**src/rtl/rrs_pkg.sv**
```systemverilog
// Shared types, codes and defaults of the round-robin scheduler.
package rrs_pkg;

    localparam int MAX_PROCS_DEF   = 16;
    localparam int NUM_SEMS_DEF    = 8;
    localparam int COUNT_WIDTH_DEF = 16;

    // command opcodes
    localparam logic [2:0] OP_CREATE = 3'd0;
    localparam logic [2:0] OP_TICK   = 3'd1;
    localparam logic [2:0] OP_TERM   = 3'd2;
    localparam logic [2:0] OP_DOWN   = 3'd3;
    localparam logic [2:0] OP_UP     = 3'd4;
    localparam logic [2:0] OP_INIT   = 3'd5;

    // result status codes
    localparam logic [1:0] STAT_OK     = 2'd0;
    localparam logic [1:0] STAT_HALT   = 2'd1;
    localparam logic [1:0] STAT_FULL   = 2'd2;
    localparam logic [1:0] STAT_NOPROC = 2'd3;

    // slot states; an unused slot is never read, so empty needs no code here
    localparam logic [1:0] SLOT_ACTIVE  = 2'd1;
    localparam logic [1:0] SLOT_TERM    = 2'd2;
    localparam logic [1:0] SLOT_BLOCKED = 2'd3;

    typedef struct packed {
        logic [2:0]         opcode;
        logic [2:0]         sem_index;
        logic signed [15:0] init_value;
    } rrs_in_t;

    typedef struct packed {
        logic [1:0]         status;
        logic [3:0]         current_proc;
        logic               switched;
        logic [3:0]         new_proc;
        logic signed [15:0] sem_count;
    } rrs_out_t;

    // controller to datapath
    typedef struct packed {
        logic       load;
        logic       set_status;
        logic [1:0] status_code;
        logic       set_halt;
        logic       create;
        logic       term_write;
        logic       srch_start;
        logic       srch_step;
        logic       take_found;
        logic       sem_dec;
        logic       sem_block;
        logic       sem_inc;
        logic       sem_wake;
        logic       sem_relink;
        logic       sem_init;
        logic       show_cnt;
        logic       out_load;
    } rrs_cmd_t;

    // datapath to controller
    typedef struct packed {
        logic halted;
        logic is_create;
        logic is_sched;
        logic is_term;
        logic is_sem;
        logic is_down;
        logic is_up;
        logic is_init;
        logic table_full;
        logic no_procs;
        logic cnt_pos;
        logic head_valid;
        logic found;
        logic exhausted;
        logic out_busy;
    } rrs_sts_t;

endpackage

```
**src/rtl/round_robin_scheduler_semaphores.sv**
```systemverilog
// Top level of the round-robin scheduler with counting semaphores.
//
//   channel | direction | handshake          | payload
//   --------+-----------+--------------------+------------------------------
//   s_      | in        | s_valid / s_ready  | rrs_in_t: opcode, sem_index,
//           |           |                    |   init_value
//   m_      | out       | m_valid / m_ready  | rrs_out_t: status, current_proc,
//           |           |                    |   switched, new_proc, sem_count
//
// One command is in flight at a time. Halted, create and unknown commands go from
// dispatch straight to the result; down, up and init first read the semaphore, and
// an up that wakes a waiter then relinks its queue. Tick, terminate and blocking down
// walk the slot table one slot per cycle through the slot RAM read port.
// Reset is synchronous on aresetn; no clearing pass is needed, unwritten stores
// are covered by the slot fill count and per-entry valid flops.
// A stalled result holds in the output register; the next command is taken once
// that result is loaded, even while it still waits on m_ready.
module round_robin_scheduler_semaphores
    import rrs_pkg::*;
#(
    parameter int MAX_PROCS   = MAX_PROCS_DEF,
    parameter int NUM_SEMS    = NUM_SEMS_DEF,
    parameter int COUNT_WIDTH = COUNT_WIDTH_DEF
) (
    input  logic     aclk,
    input  logic     aresetn,
    input  logic     s_valid,
    output logic     s_ready,
    input  rrs_in_t  s_data,
    output logic     m_valid,
    input  logic     m_ready,
    output rrs_out_t m_data
);

    // command strobes down, decoded status up
    rrs_cmd_t cmd;
    rrs_sts_t sts;

    // sequence each transaction: dispatch, semaphore read, queue relink, slot search
    rrs_ctrl u_ctrl (
        .aclk    (aclk),
        .aresetn (aresetn),
        .s_valid (s_valid),
        .s_ready (s_ready),
        .sts     (sts),
        .cmd     (cmd)
    );

    // hold slot table, semaphore counts and queues, and the result register
    rrs_dpath #(
        .MAX_PROCS   (MAX_PROCS),
        .NUM_SEMS    (NUM_SEMS),
        .COUNT_WIDTH (COUNT_WIDTH)
    ) u_dpath (
        .aclk    (aclk),
        .aresetn (aresetn),
        .s_data  (s_data),
        .m_ready (m_ready),
        .cmd     (cmd),
        .sts     (sts),
        .m_valid (m_valid),
        .m_data  (m_data)
    );

endmodule

```
**src/rtl/rrs_ram.sv**
```systemverilog
// Generic simple dual-port RAM with registered read.
module rrs_ram #(
    parameter int WIDTH = 8,
    parameter int DEPTH = 16,
    localparam int AW = (DEPTH > 1) ? $clog2(DEPTH) : 1
) (
    input  logic             aclk,
    input  logic             wr_en,
    input  logic [AW-1:0]    wr_addr,
    input  logic [WIDTH-1:0] wr_data,
    input  logic [AW-1:0]    rd_addr,
    output logic [WIDTH-1:0] rd_data
);

    logic [WIDTH-1:0] mem [DEPTH];
    logic [WIDTH-1:0] rd_data_reg;

    always_ff @(posedge aclk) begin
        if (wr_en) begin
            mem[wr_addr] <= wr_data;
        end
        rd_data_reg <= mem[rd_addr];
    end

    assign rd_data = rd_data_reg;

endmodule

```
**src/rtl/rrs_dpath.sv**
```systemverilog
// Scheduler datapath: slot table, semaphore stores, search walker and result register.
module rrs_dpath
    import rrs_pkg::*;
#(
    parameter int MAX_PROCS   = MAX_PROCS_DEF,
    parameter int NUM_SEMS    = NUM_SEMS_DEF,
    parameter int COUNT_WIDTH = COUNT_WIDTH_DEF
) (
    input  logic     aclk,
    input  logic     aresetn,
    input  rrs_in_t  s_data,
    input  logic     m_ready,
    input  rrs_cmd_t cmd,
    output rrs_sts_t sts,
    output logic     m_valid,
    output rrs_out_t m_data
);

    localparam int PW = $clog2(MAX_PROCS);
    localparam int TW = $clog2(MAX_PROCS + 1);
    localparam int SW = (NUM_SEMS > 1) ? $clog2(NUM_SEMS) : 1;
    localparam int CW = COUNT_WIDTH;
    localparam int EW = (CW > 16) ? CW : 16;

    localparam longint CMAX_L = (longint'(1) << (CW - 1)) - 1;
    localparam logic signed [EW-1:0] CMAX_E    = EW'(CMAX_L);
    localparam logic signed [EW-1:0] CMIN_E    = EW'(-CMAX_L - 1);
    localparam logic signed [CW-1:0] CMAX_C    = CW'(CMAX_L);
    localparam logic signed [CW-1:0] CMIN_C    = CW'(-CMAX_L - 1);
    localparam logic signed [EW-1:0] OUT_MAX_E = EW'(32767);
    localparam logic signed [EW-1:0] OUT_MIN_E = EW'(-32768);

    function automatic logic [PW-1:0] next_slot(input logic [PW-1:0] idx,
                                                  input logic [TW-1:0] total);
        return ((TW'(idx) + TW'(1)) == total) ? '0 : idx + PW'(1);
    endfunction

    rrs_in_t            cmd_reg;
    logic [PW-1:0]      before_reg;
    logic [PW-1:0]      running_reg;
    logic [TW-1:0]      total_reg;
    logic               halted_reg;
    logic [1:0]         status_res_reg;
    logic [PW-1:0]      newp_reg;
    logic               show_reg;
    logic signed [15:0] cnt16_reg;
    logic [PW-1:0]      srch_idx_reg;
    logic [TW-1:0]      left_reg;
    logic [PW-1:0]      chk_idx_reg;
    logic               chk_valid_reg;
    logic [NUM_SEMS-1:0]  cnt_valid_reg;
    logic [NUM_SEMS-1:0]  head_valid_reg;
    logic [MAX_PROCS-1:0] link_valid_reg;
    logic               m_valid_reg;
    rrs_out_t           m_data_reg;

    logic [SW-1:0]      sem_addr;
    logic               si_ok;
    logic               head_v;
    logic [1:0]         slot_rd;
    logic [PW-1:0]      link_rd;
    logic [PW-1:0]      head_rd;
    logic [PW-1:0]      tail_rd;
    logic [CW-1:0]      cnt_rd;
    logic signed [CW-1:0] cnt_cur;
    logic signed [CW-1:0] cnt_new;
    logic signed [CW-1:0] cnt_after;
    logic signed [CW-1:0] init_clamped;
    logic signed [EW-1:0] ival_ext;
    logic signed [EW-1:0] cnt_after_ext;
    logic signed [15:0]   cnt_sat16;
    logic               found;

    logic               slot_we;
    logic [PW-1:0]      slot_wa;
    logic [1:0]         slot_wd;
    logic               cnt_we;
    logic               link_we;
    logic               head_we;
    logic [PW-1:0]      head_wd;

    assign sem_addr = SW'(cmd_reg.sem_index);
    assign si_ok    = int'(cmd_reg.sem_index) < NUM_SEMS;
    assign head_v   = head_valid_reg[sem_addr];
    assign cnt_cur  = cnt_valid_reg[sem_addr] ? cnt_rd : '0;
    assign found    = chk_valid_reg && (slot_rd == SLOT_ACTIVE);

    // status toward the controller
    always_comb begin
        sts.halted     = halted_reg;
        sts.is_create  = cmd_reg.opcode == OP_CREATE;
        sts.is_sched   = (cmd_reg.opcode == OP_TICK) || (cmd_reg.opcode == OP_TERM);
        sts.is_term    = cmd_reg.opcode == OP_TERM;
        sts.is_down    = cmd_reg.opcode == OP_DOWN;
        sts.is_up      = cmd_reg.opcode == OP_UP;
        sts.is_init    = cmd_reg.opcode == OP_INIT;
        sts.is_sem     = si_ok && (sts.is_down || sts.is_up || sts.is_init);
        sts.table_full = total_reg == TW'(MAX_PROCS);
        sts.no_procs   = total_reg == '0;
        sts.cnt_pos    = !cnt_cur[CW-1] && (cnt_cur != '0);
        sts.head_valid = head_v;
        sts.found      = found;
        sts.exhausted  = (left_reg == '0) && !found;
        sts.out_busy   = m_valid_reg && !m_ready;
    end

    // count arithmetic: decrement, saturating increment, clamped init
    always_comb begin
        ival_ext = EW'(cmd_reg.init_value);
        if (ival_ext > CMAX_E) begin
            init_clamped = CMAX_C;
        end else if (ival_ext < CMIN_E) begin
            init_clamped = CMIN_C;
        end else begin
            init_clamped = ival_ext[CW-1:0];
        end

        priority if (cmd.sem_dec) begin
            cnt_new = cnt_cur - CW'(1);
        end else if (cmd.sem_inc) begin
            cnt_new = (cnt_cur == CMAX_C) ? cnt_cur : cnt_cur + CW'(1);
        end else begin
            cnt_new = init_clamped;
        end

        cnt_we    = cmd.sem_dec || cmd.sem_inc || cmd.sem_init;
        cnt_after = cnt_we ? cnt_new : cnt_cur;

        cnt_after_ext = EW'(cnt_after);
        if (cnt_after_ext > OUT_MAX_E) begin
            cnt_sat16 = 16'sh7fff;
        end else if (cnt_after_ext < OUT_MIN_E) begin
            cnt_sat16 = 16'sh8000;
        end else begin
            cnt_sat16 = cnt_after_ext[15:0];
        end
    end

    // write port steering
    always_comb begin
        slot_we = cmd.create || cmd.term_write || cmd.sem_block || cmd.sem_wake;
        priority if (cmd.create) begin
            slot_wa = PW'(total_reg);
            slot_wd = SLOT_ACTIVE;
        end else if (cmd.sem_wake) begin
            slot_wa = head_rd;
            slot_wd = SLOT_ACTIVE;
        end else if (cmd.term_write) begin
            slot_wa = running_reg;
            slot_wd = SLOT_TERM;
        end else begin
            slot_wa = running_reg;
            slot_wd = SLOT_BLOCKED;
        end
        link_we = cmd.sem_block && head_v;
        head_we = (cmd.sem_block && !head_v) || cmd.sem_relink;
        head_wd = cmd.sem_relink ? link_rd : running_reg;
    end

    rrs_ram #(.WIDTH(2), .DEPTH(MAX_PROCS)) u_slot_ram (
        .aclk    (aclk),
        .wr_en   (slot_we),
        .wr_addr (slot_wa),
        .wr_data (slot_wd),
        .rd_addr (srch_idx_reg),
        .rd_data (slot_rd)
    );

    rrs_ram #(.WIDTH(PW), .DEPTH(MAX_PROCS)) u_link_ram (
        .aclk    (aclk),
        .wr_en   (link_we),
        .wr_addr (tail_rd),
        .wr_data (running_reg),
        .rd_addr (head_rd),
        .rd_data (link_rd)
    );

    rrs_ram #(.WIDTH(PW), .DEPTH(NUM_SEMS)) u_head_ram (
        .aclk    (aclk),
        .wr_en   (head_we),
        .wr_addr (sem_addr),
        .wr_data (head_wd),
        .rd_addr (sem_addr),
        .rd_data (head_rd)
    );

    rrs_ram #(.WIDTH(PW), .DEPTH(NUM_SEMS)) u_tail_ram (
        .aclk    (aclk),
        .wr_en   (cmd.sem_block),
        .wr_addr (sem_addr),
        .wr_data (running_reg),
        .rd_addr (sem_addr),
        .rd_data (tail_rd)
    );

    rrs_ram #(.WIDTH(CW), .DEPTH(NUM_SEMS)) u_cnt_ram (
        .aclk    (aclk),
        .wr_en   (cnt_we),
        .wr_addr (sem_addr),
        .wr_data (cnt_new),
        .rd_addr (sem_addr),
        .rd_data (cnt_rd)
    );

    // scheduler control state
    always_ff @(posedge aclk) begin
        if (!aresetn) begin
            running_reg    <= '0;
            total_reg      <= '0;
            halted_reg     <= 1'b0;
            chk_valid_reg  <= 1'b0;
            cnt_valid_reg  <= '0;
            head_valid_reg <= '0;
            link_valid_reg <= '0;
        end else begin
            if (cmd.set_halt) begin
                halted_reg <= 1'b1;
            end
            if (cmd.create) begin
                total_reg <= total_reg + TW'(1);
                link_valid_reg[PW'(total_reg)] <= 1'b0;
                if (total_reg == '0) begin
                    running_reg <= '0;
                end
            end
            if (cmd.srch_start) begin
                chk_valid_reg <= 1'b0;
            end else if (cmd.srch_step) begin
                chk_valid_reg <= left_reg != '0;
            end
            if (cmd.take_found) begin
                running_reg <= chk_idx_reg;
            end
            if (cnt_we) begin
                cnt_valid_reg[sem_addr] <= 1'b1;
            end
            if (cmd.sem_block) begin
                // clear first so a link set below wins, as the queue append expects
                link_valid_reg[running_reg] <= 1'b0;
                if (head_v) begin
                    link_valid_reg[tail_rd] <= 1'b1;
                end else begin
                    head_valid_reg[sem_addr] <= 1'b1;
                end
            end
            if (cmd.sem_wake) begin
                head_valid_reg[sem_addr] <= link_valid_reg[head_rd];
                link_valid_reg[head_rd]  <= 1'b0;
            end
            if (cmd.sem_init) begin
                head_valid_reg[sem_addr] <= 1'b0;
            end
        end
    end

    // transaction payload and search walker, no reset needed
    always_ff @(posedge aclk) begin
        if (cmd.load) begin
            cmd_reg        <= s_data;
            before_reg     <= running_reg;
            status_res_reg <= STAT_OK;
            newp_reg       <= '0;
            show_reg       <= 1'b0;
        end
        if (cmd.set_status) begin
            status_res_reg <= cmd.status_code;
        end
        if (cmd.create) begin
            newp_reg <= PW'(total_reg);
        end
        if (cmd.show_cnt) begin
            show_reg  <= 1'b1;
            cnt16_reg <= cnt_sat16;
        end
        if (cmd.srch_start) begin
            srch_idx_reg <= next_slot(running_reg, total_reg);
            left_reg     <= total_reg;
        end else if (cmd.srch_step && (left_reg != '0)) begin
            chk_idx_reg  <= srch_idx_reg;
            srch_idx_reg <= next_slot(srch_idx_reg, total_reg);
            left_reg     <= left_reg - TW'(1);
        end
    end

    // output register
    always_ff @(posedge aclk) begin
        if (!aresetn) begin
            m_valid_reg <= 1'b0;
        end else if (cmd.out_load) begin
            m_valid_reg <= 1'b1;
        end else if (m_ready) begin
            m_valid_reg <= 1'b0;
        end
    end

    always_ff @(posedge aclk) begin
        if (cmd.out_load) begin
            m_data_reg.status       <= status_res_reg;
            m_data_reg.current_proc <= 4'(running_reg);
            m_data_reg.switched     <= running_reg != before_reg;
            m_data_reg.new_proc     <= 4'(newp_reg);
            m_data_reg.sem_count    <= show_reg ? cnt16_reg : 16'sd0;
        end
    end

    assign m_valid = m_valid_reg;
    assign m_data  = m_data_reg;

endmodule

```
**src/rtl/rrs_ctrl.sv**
```systemverilog
// Scheduler controller: sequences each command through dispatch, semaphore, search and result.
module rrs_ctrl
    import rrs_pkg::*;
(
    input  logic     aclk,
    input  logic     aresetn,
    input  logic     s_valid,
    output logic     s_ready,
    input  rrs_sts_t sts,
    output rrs_cmd_t cmd
);

    typedef enum logic [5:0] {
        S_IDLE     = 6'b000001,
        S_DISPATCH = 6'b000010,
        S_SEMRD    = 6'b000100,
        S_UPLINK   = 6'b001000,
        S_SEARCH   = 6'b010000,
        S_DONE     = 6'b100000
    } rrs_state_t;

    rrs_state_t state_reg;
    rrs_state_t state_next;

    assign s_ready = state_reg == S_IDLE;

    always_comb begin
        state_next = state_reg;
        cmd        = '0;
        unique case (state_reg)
            S_IDLE: begin
                if (s_valid) begin
                    cmd.load   = 1'b1;
                    state_next = S_DISPATCH;
                end
            end
            S_DISPATCH: begin
                priority if (sts.halted) begin
                    cmd.set_status  = 1'b1;
                    cmd.status_code = STAT_HALT;
                    state_next      = S_DONE;
                end else if (sts.is_create) begin
                    if (sts.table_full) begin
                        cmd.set_status  = 1'b1;
                        cmd.status_code = STAT_FULL;
                    end else begin
                        cmd.create = 1'b1;
                    end
                    state_next = S_DONE;
                end else if (sts.is_sched) begin
                    if (sts.no_procs) begin
                        cmd.set_status  = 1'b1;
                        cmd.status_code = STAT_NOPROC;
                        state_next      = S_DONE;
                    end else begin
                        cmd.term_write = sts.is_term;
                        cmd.srch_start = 1'b1;
                        state_next     = S_SEARCH;
                    end
                end else if (sts.is_sem) begin
                    state_next = S_SEMRD;
                end else begin
                    state_next = S_DONE;
                end
            end
            S_SEMRD: begin
                cmd.show_cnt = 1'b1;
                priority if (sts.is_down) begin
                    priority if (sts.cnt_pos) begin
                        cmd.sem_dec = 1'b1;
                        state_next  = S_DONE;
                    end else if (sts.no_procs) begin
                        cmd.set_halt    = 1'b1;
                        cmd.set_status  = 1'b1;
                        cmd.status_code = STAT_HALT;
                        state_next      = S_DONE;
                    end else begin
                        cmd.sem_block  = 1'b1;
                        cmd.srch_start = 1'b1;
                        state_next     = S_SEARCH;
                    end
                end else if (sts.is_up) begin
                    if (sts.head_valid) begin
                        cmd.sem_wake = 1'b1;
                        state_next   = S_UPLINK;
                    end else begin
                        cmd.sem_inc = 1'b1;
                        state_next  = S_DONE;
                    end
                end else begin
                    cmd.sem_init = 1'b1;
                    state_next   = S_DONE;
                end
            end
            S_UPLINK: begin
                cmd.sem_relink = 1'b1;
                state_next     = S_DONE;
            end
            S_SEARCH: begin
                cmd.srch_step = 1'b1;
                if (sts.found) begin
                    cmd.take_found = 1'b1;
                    state_next     = S_DONE;
                end else if (sts.exhausted) begin
                    cmd.set_halt    = 1'b1;
                    cmd.set_status  = 1'b1;
                    cmd.status_code = STAT_HALT;
                    state_next      = S_DONE;
                end
            end
            S_DONE: begin
                if (!sts.out_busy) begin
                    cmd.out_load = 1'b1;
                    state_next   = S_IDLE;
                end
            end
            default: begin
                state_next = S_IDLE;
            end
        endcase
    end

    always_ff @(posedge aclk) begin
        if (!aresetn) begin
            state_reg <= S_IDLE;
        end else begin
            state_reg <= state_next;
        end
    end

endmodule

```
**config.mk**
```make
export PLATFORM = sky130hd
export DESIGN_NAME = round_robin_scheduler_semaphores
export DESIGN_NICKNAME = d
export VERILOG_FILES = /design/src/rtl/rrs_pkg.sv /design/src/rtl/round_robin_scheduler_semaphores.sv /design/src/rtl/rrs_ram.sv /design/src/rtl/rrs_dpath.sv /design/src/rtl/rrs_ctrl.sv
export SDC_FILE = /design/constraint.sdc
export NUM_CORES = 1
export LEC_CHECK = 0
export BUFFER_PORTS_ARGS = -buffer_cell sky130_fd_sc_hd__buf_2
export CORE_ASPECT_RATIO = 0.5
export CORE_MARGIN = 2
export CORE_UTILIZATION = 50
export DETAILED_ROUTE_END_ITERATION = 12
export GPL_ROUTABILITY_DRIVEN = 0
export PLACE_DENSITY = 0.66
export SLEW_MARGIN = 20
export SYNTH_ARGS = -nofsm -noshare
export SYNTH_HDL_FRONTEND = slang
export SYNTH_SLANG_ARGS = --single-unit
```
**constraint.sdc**
```tcl
create_clock -name aclk -period 11.4 [get_ports aclk]
set_input_delay 0.57 -clock aclk [delete_from_list [all_inputs] [get_ports aclk]]
set_output_delay 0.57 -clock aclk [all_outputs]
set_load 0.05 [all_outputs]
```
==> Word level (Yosys, flattened, before mapping) <==
Memory sizes are Yosys's and may differ from the RTL's. A register that Yosys moved wholly into a read port is not among the register bits.
Index checks and enable logic that the tools add are counted.
W data, S select, Z words.
{ "word_totals": {"elab_cells": 247, "register_bits": 139, "output_inout_bits": 29, "input_bits": 26, "n_memories": 5, "mem_bits_rw": 288} }
{ "memory_table": {"columns": ["name", "depth", "width", "rd", "rd_clocked_by_memory_dff", "write_ports", "line", "text"], "rows": [
  ["u_dpath.u_cnt_ram.mem", 8, 16, 1, 1, 1, "rrs_ram.sv:15", "logic [WIDTH-1:0] mem [DEPTH];"],
  ["u_dpath.u_link_ram.mem", 16, 4, 1, 1, 1, "rrs_ram.sv:15", null],
  ["u_dpath.u_head_ram.mem", 8, 4, 1, 1, 1, "rrs_ram.sv:15", null],
  ["u_dpath.u_slot_ram.mem", 16, 2, 1, 1, 1, "rrs_ram.sv:15", null],
  ["u_dpath.u_tail_ram.mem", 8, 4, 1, 1, 1, "rrs_ram.sv:15", null]
]} }
{ "classes": {"eq_ne": 20, "n_reduce_logical": 40, "n_lt_le_gt_ge": 14, "n_bitwise": 13, "add_sub_neg": 8, "muxes": 122} }
{ "ops": {"columns": ["op", "n"], "rows": [
  ["$mux W16", 14],
  ["$mux W6", 13],
  ["$mux W4", 18],
  ["$and A16 B16 Y16", 3],
  ["$mux W8", 6],
  ["$not A16 Y16", 3],
  ["$mux W1", 37],
  ["$pmux W6 S6", 1],
  ["$gt A16 B16 Y1 const B", 2],
  ["$lt A16 B16 Y1 const B", 2],
  ["$mux W2", 13],
  ["$lt A4 B5 Y1 const B", 4],
  ["$mux W3", 6],
  ["$add A16 B2 Y16 const B", 1],
  ["$demux W1 S4", 4],
  ["$eq A16 B16 Y1 const B", 1],
  ["$ge A4 B1 Y1 const B", 4],
  ["$or A16 B16 Y16", 1],
  ["$or A8 B8 Y8", 2],
  ["$reduce_bool A16 Y1", 1],
  ["$sub A16 B2 Y16 const B", 1],
  ["$logic_and A1 B1 Y1", 12],
  ["$reduce_bool A2 Y1", 6],
  ["$add A4 B1 Y5 const B", 2],
  ["38 further kinds", 60]
]} }

==> Logic depth before layout (Yosys ltp) <==
{ "logic_depth": {"word_depth": 15, "mapped_depth": 15, "ltp_nobuf": 11} }

==> Modules after synthesis <==
Synthesis repeated with hierarchy kept, for this count alone.
{ "hier_totals": {"cells_unflattened": 1430, "hier_area_um2": 20365.8} }
{ "modules_own_cells": {"columns": ["mod", "cells_each", "seq_area_each_um2", "n_inst", "area_per_inst_um2"], "rows": [
  ["rrs_dpath", 799, 3543.4, 1, 7711.1],
  ["rrs_ram at u_dpath.u_cnt_ram", 214, 4164.0, 1, 5293.8],
  ["rrs_ram at u_dpath.u_head_ram ...", 63, 1041.0, 2, 1370.1],
  ["rrs_ram at u_dpath.u_link_ram", 130, 2001.9, 1, 2666.3],
  ["rrs_ram at u_dpath.u_slot_ram", 78, 1001.0, 1, 1380.1],
  ["rrs_ctrl", 83, 120.1, 1, 574.3]
]} }

==> Worst setup path before layout <==
No wires, ideal clock.
{ "synth_path": {"path_type": "reg2reg", "from": "register u_dpath.cmd_reg, in the netlist u_dpath.sem_addr[0]", "to": "memory u_dpath.u_slot_ram.mem[0][0], enable pin", "required_time_ps": 11051, "t_arrival_ps": 3598, "setup_time_ps": 349, "slack_ps": 7453, "path_buffers": 5, "period_less_slack_ps": 3947, "path_stages_with_launch": 16, "cell_sequence": "edfxtp_1 -> mux4_2 -> mux2_2 -> clkbuf_1 -> clkbuf_1 -> nand2_1 -> ha_1 -> nand2b_1 -> nor4_4 -> nor3_2 -> or3_1 -> buf_2 -> and3_1 -> buf_6 -> buf_6 -> nor4_1"} }
{ "synth_between": {"elab_chain_len": 12, "elab_cells_between_ends": 20, "classes_between": "15 x mux; 5 x reduce/logical"} }
{ "synth_rtl": {"columns": ["item", "line", "text"], "rows": [
  ["start: declaration", "rrs_dpath.sv:38", "rrs_in_t cmd_reg;"],
  ["start signal: assignment", "rrs_dpath.sv:259", "cmd_reg <= s_data;"],
  ["$bmux W1 S3", "rrs_dpath.sv:85", "assign cnt_cur = cnt_valid_reg[sem_addr] ? cnt_rd : '0;"],
  ["$mux W1 (not written as such)", "rrs_dpath.sv:85", null],
  ["$mux W16", "rrs_dpath.sv:85", null],
  ["$reduce_bool A16 Y1 or $logic_not A1 Y1 (tied branches)", "rrs_dpath.sv:100", "sts.cnt_pos = !cnt_cur[CW-1] && (cnt_cur != '0);"],
  ["$logic_and A1 B1 Y1", "rrs_dpath.sv:100", null],
  ["$mux W1", "rrs_ctrl.sv:69", "priority if (sts.cnt_pos) begin"],
  ["$mux W2", "rrs_ctrl.sv:68", "priority if (sts.is_down) begin"],
  ["$mux W4 *", "rrs_ctrl.sv:30", "unique case (state_reg)"],
  ["$logic_or A1 B1 Y1 (2 in series)", "rrs_dpath.sv:141", "slot_we = cmd.create || cmd.term_write || cmd.sem_block || cmd.sem_wake;"],
  ["$mux W1", "rrs_ram.sv:19", "if (wr_en) begin"],
  ["$mux W1 (not written as such)", "rrs_ram.sv:20", "mem[wr_addr] <= wr_data;"],
  ["end: declaration", "rrs_ram.sv:15", null]
]} }
Mark *: on every way between the ends. The rest lies on a longest branch, timed or not. The select of a mux whose other input is x is not followed.

==> Final worst setup path <==
{ "layout_path": {"from": "register u_dpath.cmd_reg, in the netlist u_dpath.sem_addr[0]", "to": "memory u_dpath.u_cnt_ram.mem[1][13] in the netlist's numbering, data pin"} }
{ "layout_between": {"elab_chain_len": 9, "elab_cells_between_ends": 20, "classes_between": "2 x add/sub; 1 x eq/ne; 14 x mux; 3 x reduce/logical"} }
{ "layout_rtl": {"columns": ["item", "line", "text"], "rows": [
  ["branches (longest 8 deep; another with $add A16 B2 Y16)", null, null],
  ["$mux W16 *", "rrs_dpath.sv:118", "priority if (cmd.sem_dec) begin"],
  ["named net u_dpath.cnt_new[13]", "rrs_dpath.sv:66", "logic signed [CW-1:0] cnt_new;"],
  ["end: declaration", "rrs_ram.sv:15", null]
]} }
Mark *: on every way through the listed nets, which the timed path passes. The select of a mux whose other input is x is not followed.

==> flow_results.org <==
** Placement
- Once placement completed, the tool counted placed cells totaling 1955.
- Number of port buffers :: 54
- Detailed placement HPWL :: 30600 um
- Before CTS, the worst setup slack after placement is 6.59 ns.

** Clock tree
- The clock drives 457 sinks.
- Clock tree synthesis selected as its root buffer the cell sky130_fd_sc_hd__clkbuf_16.
- The H-tree was split into 2 levels.
- Clock-pin slew was measured on the worst setup and hold paths at 0.07 ns.
- Num CTS Buffers :: 40
- CTS Hold Buffers Added :: 0
- Number of setup buffers added after CTS :: 0
- At the later pin of the worst-skew pair, clock insertion delay measures 0.56 ns.
- TritonCTS built the clock tree.
- CTS max path bufs :: 3
- Quantity of gates resized following cts :: 0

** Power and ir drop
- Peak supply drop :: 0.0000834 V
- Final Power :: 0.00338 W
- Total power divided by cell area :: 157 mW/mm^2
- The analysis attributes to cell leakage a power of 7.14 nW.

** Logic synthesis
- Average instance area after synthesis :: 13.5 um^2
- Of the post-synthesis cell area, the dominant cell type holds 0.580.
- In the post-synthesis netlist, the cell with the most instances is sky130_fd_sc_hd__edfxtp_1.
- The cell count after synthesis came out at 1441.
- Library cell with the largest summed area after synthesis :: sky130_fd_sc_hd__edfxtp_1
- FF+latch count, synth :: 457
- For this run, asynchronously set or reset flops after synthesis account for 0.
- Synthesis produced a netlist with a net count of 1480.
- Main area contributors after synthesis :: sky130_fd_sc_hd__edfxtp_1, sky130_fd_sc_hd__dfxtp_1, sky130_fd_sc_hd__mux4_2
- Top cell types by occurrence after synthesis :: sky130_fd_sc_hd__edfxtp_1, sky130_fd_sc_hd__a22oi_1, sky130_fd_sc_hd__clkbuf_1
- Dominant synthesized flop cell :: sky130_fd_sc_hd__edfxtp_1
- Post-synth design cell area :: 0.0195 mm^2
- The Yosys step of the flow raised 0 warnings.
- Counting flops with a built-in enable in the synthesized netlist gives 376.
- Yosys mapped the design onto 75 distinct sky130hd cell types.
- Share of synthesized area occupied by flip-flops and latches :: 0.663

** STA
- Fin worst setup slack :: 6.40 ns
- Measured slew at the worst slew-check pin :: 1.00 ns
- Dividing the final minimum period by the clock period gives 0.439.
- The number of max-slew violations in the final report is 0.
- RSZ-0062 raised after global routing :: false
- Maximum clock skew at final layout :: 0.0221 ns
- Headroom to the max-slew limit came out at 0.328.
- The number of endpoints with negative hold slack in the final report was 0.
- Maximum operating frequency :: 200 MHz
- Counting I/O delays and the setup requirement, the final critical path takes 5.00 ns.
- Hold timing on the final database bottoms out at a slack of 0.183 ns.
- Setup Viol. Count Final :: 0
- Total Neg Setup Slack :: 0 ns

** Floorplanning
- Measured along the x axis, the die boundary spans 283 um.
- Overall die area :: 0.0406 mm^2
- Starting density of the core :: 0.504
- In this run the count of I/O pins placed on the die edge is 55.
- Number of cell rows :: 51
- Floorplan die height :: 144 um
- Core area :: 0.0387 mm^2

** Global route
- Vias in the first global route :: 12400
- After global routing the overflow that remains totals 0.
- Entering global routing, the biggest net connects 50 pins.
- In the global route stage, overall resource usage came out at 0.229.
- Wire length of the first global-routing pass :: 71600 um
- Initial antenna violation count :: 0

** Route
- Initial drt markers :: 1493
- The detailed router placed 12700 vias in this run.
- DRT antenna net count :: 0
- Residual DRC count :: 0
- After detailed routing, the number of vias per cell comes to 6.23.
- Wire length after detailed routing :: 47000 um
- The first TritonRoute pass finished after 6 iterations.
- Wirelength per Cell :: 23.1 um

** Worst setup path
- STA classifies the critical path endpoint as a register.
- Class of the most critical setup path :: reg2reg
- The largest single stage delay on the critical path is 0.77 ns.
- CP max stage cell :: sky130_fd_sc_hd__edfxtp_1
- Critical Path Fanout Max :: 29
- Counting both buffers and inverters, the worst setup path holds a total of 1.
- Crit-path cells :: mux4_2 -> mux2_2 -> nand2_1 -> inv_1 -> ha_1 -> nand4_1 -> nor4_1 -> nand4b_1 -> nand2_1 -> o21ai_0 -> o21ai_0
- Worst path required time :: 11.66 ns
- Data arrives at the worst endpoint at 5.26 ns.
- STA classifies the critical path startpoint as a register.
- Setup slack on the worst reg-to-reg path comes out at 6.40 ns.
- Kind of cell with the highest combined delay on the critical path :: simple AND/OR/NAND/NOR gates

** Layout
- Largest register by flop count :: u_dpath.u_cnt_ram.mem
- Leaving out filler cells and counting taps, the final layout contains 2029.
- Area added between synthesis and finish :: 10.5%
- Diodes inserted :: 0
- Nets@finish :: 1506
- The largest registers in the layout are u_dpath.u_cnt_ram.mem: 128 flops, u_dpath.u_link_ram.mem: 64 flops.
- Fill cells :: 3122
- The register with the most flip-flops in the layout has 128 of them.
- Proportion of layout cells with a drive suffix above 1 :: 0.139

** Outcome
- The run finished with clean final reports.

** Min path
- The path class of the tightest hold or removal check is in2reg.

** Run
- Across the run, the number of max-cap violations was 0.
==> metal layers <==
layer  GRT usage  wire length, um  vias to the layer above
met5           0                0                        -
met4      0.0588              932                        0
met3      0.0414             3620                       73
met2       0.377            22000                      579
met1       0.318            20400                     6317
li1            -                -                     5681
==> final cells by class <==
class                   count  area (um^2)  area share
multi-input cells         843         6010       0.279
repair buffers             84          495      0.0230
clock buffers              64         1160      0.0540
clock inverters            10          115     0.00535
well taps                 530          663      0.0308
inverters                  41          154     0.00715
flip-flops and latches    457        12900       0.600
==> layout by cell type (no fill, tap or decap), types with 30 or more instances in the layout <==
cell                        count
sky130_fd_sc_hd__a21oi_1       61
sky130_fd_sc_hd__a22oi_1       98
sky130_fd_sc_hd__and2_1        36
sky130_fd_sc_hd__buf_2         54
sky130_fd_sc_hd__buf_4         30
sky130_fd_sc_hd__clkbuf_16     41
sky130_fd_sc_hd__dfxtp_1       81
sky130_fd_sc_hd__edfxtp_1     376
sky130_fd_sc_hd__inv_1         39
sky130_fd_sc_hd__mux4_2        36
sky130_fd_sc_hd__nand2_1       68
sky130_fd_sc_hd__nand3_1       35
sky130_fd_sc_hd__nand4_1       40
sky130_fd_sc_hd__nor2_1        77
sky130_fd_sc_hd__o21ai_0       54
==> stage by stage <==
stage                     cell area [um^2]  utilization
after floorplan                      19500            -
final                                21500        0.556
after global placement               20200        0.523
after global routing                 21500        0.556
after detailed placement             20200        0.523
after CTS                            21500        0.556
==> path summary, 6_finish.rpt <==
kind / cells past startpoint / endpoint / start
worst max-delay path: 11 / u_dpath.u_cnt_ram.mem[1][13] / u_dpath.sem_addr[0]
worst max register to register: 11 / u_dpath.u_cnt_ram.mem[1][13] / u_dpath.sem_addr[0]
worst min register to register: 0 / u_dpath.m_data[26] / u_dpath.status_res_reg[1]
worst min-delay path: 1 / u_dpath.ival_ext[13] / s_data[13]
==> kinds of logic after synthesis <==
logic type	after synthesis	synth area share
buf+inv	141	0.0285
fa+ha+maj	13	0.00835
simple gates	384	0.105
compound gates	359	0.129
mux	51	0.0497
flops	457	0.663
xor+xnor	36	0.0162
==> power by group <==
group          switching (W)  internal, W
logic               0.000104    0.0000686
clock network       0.000587     0.000750
registers          0.0000493      0.00182
No activity file was read; power rests on OpenSTA's default activity.
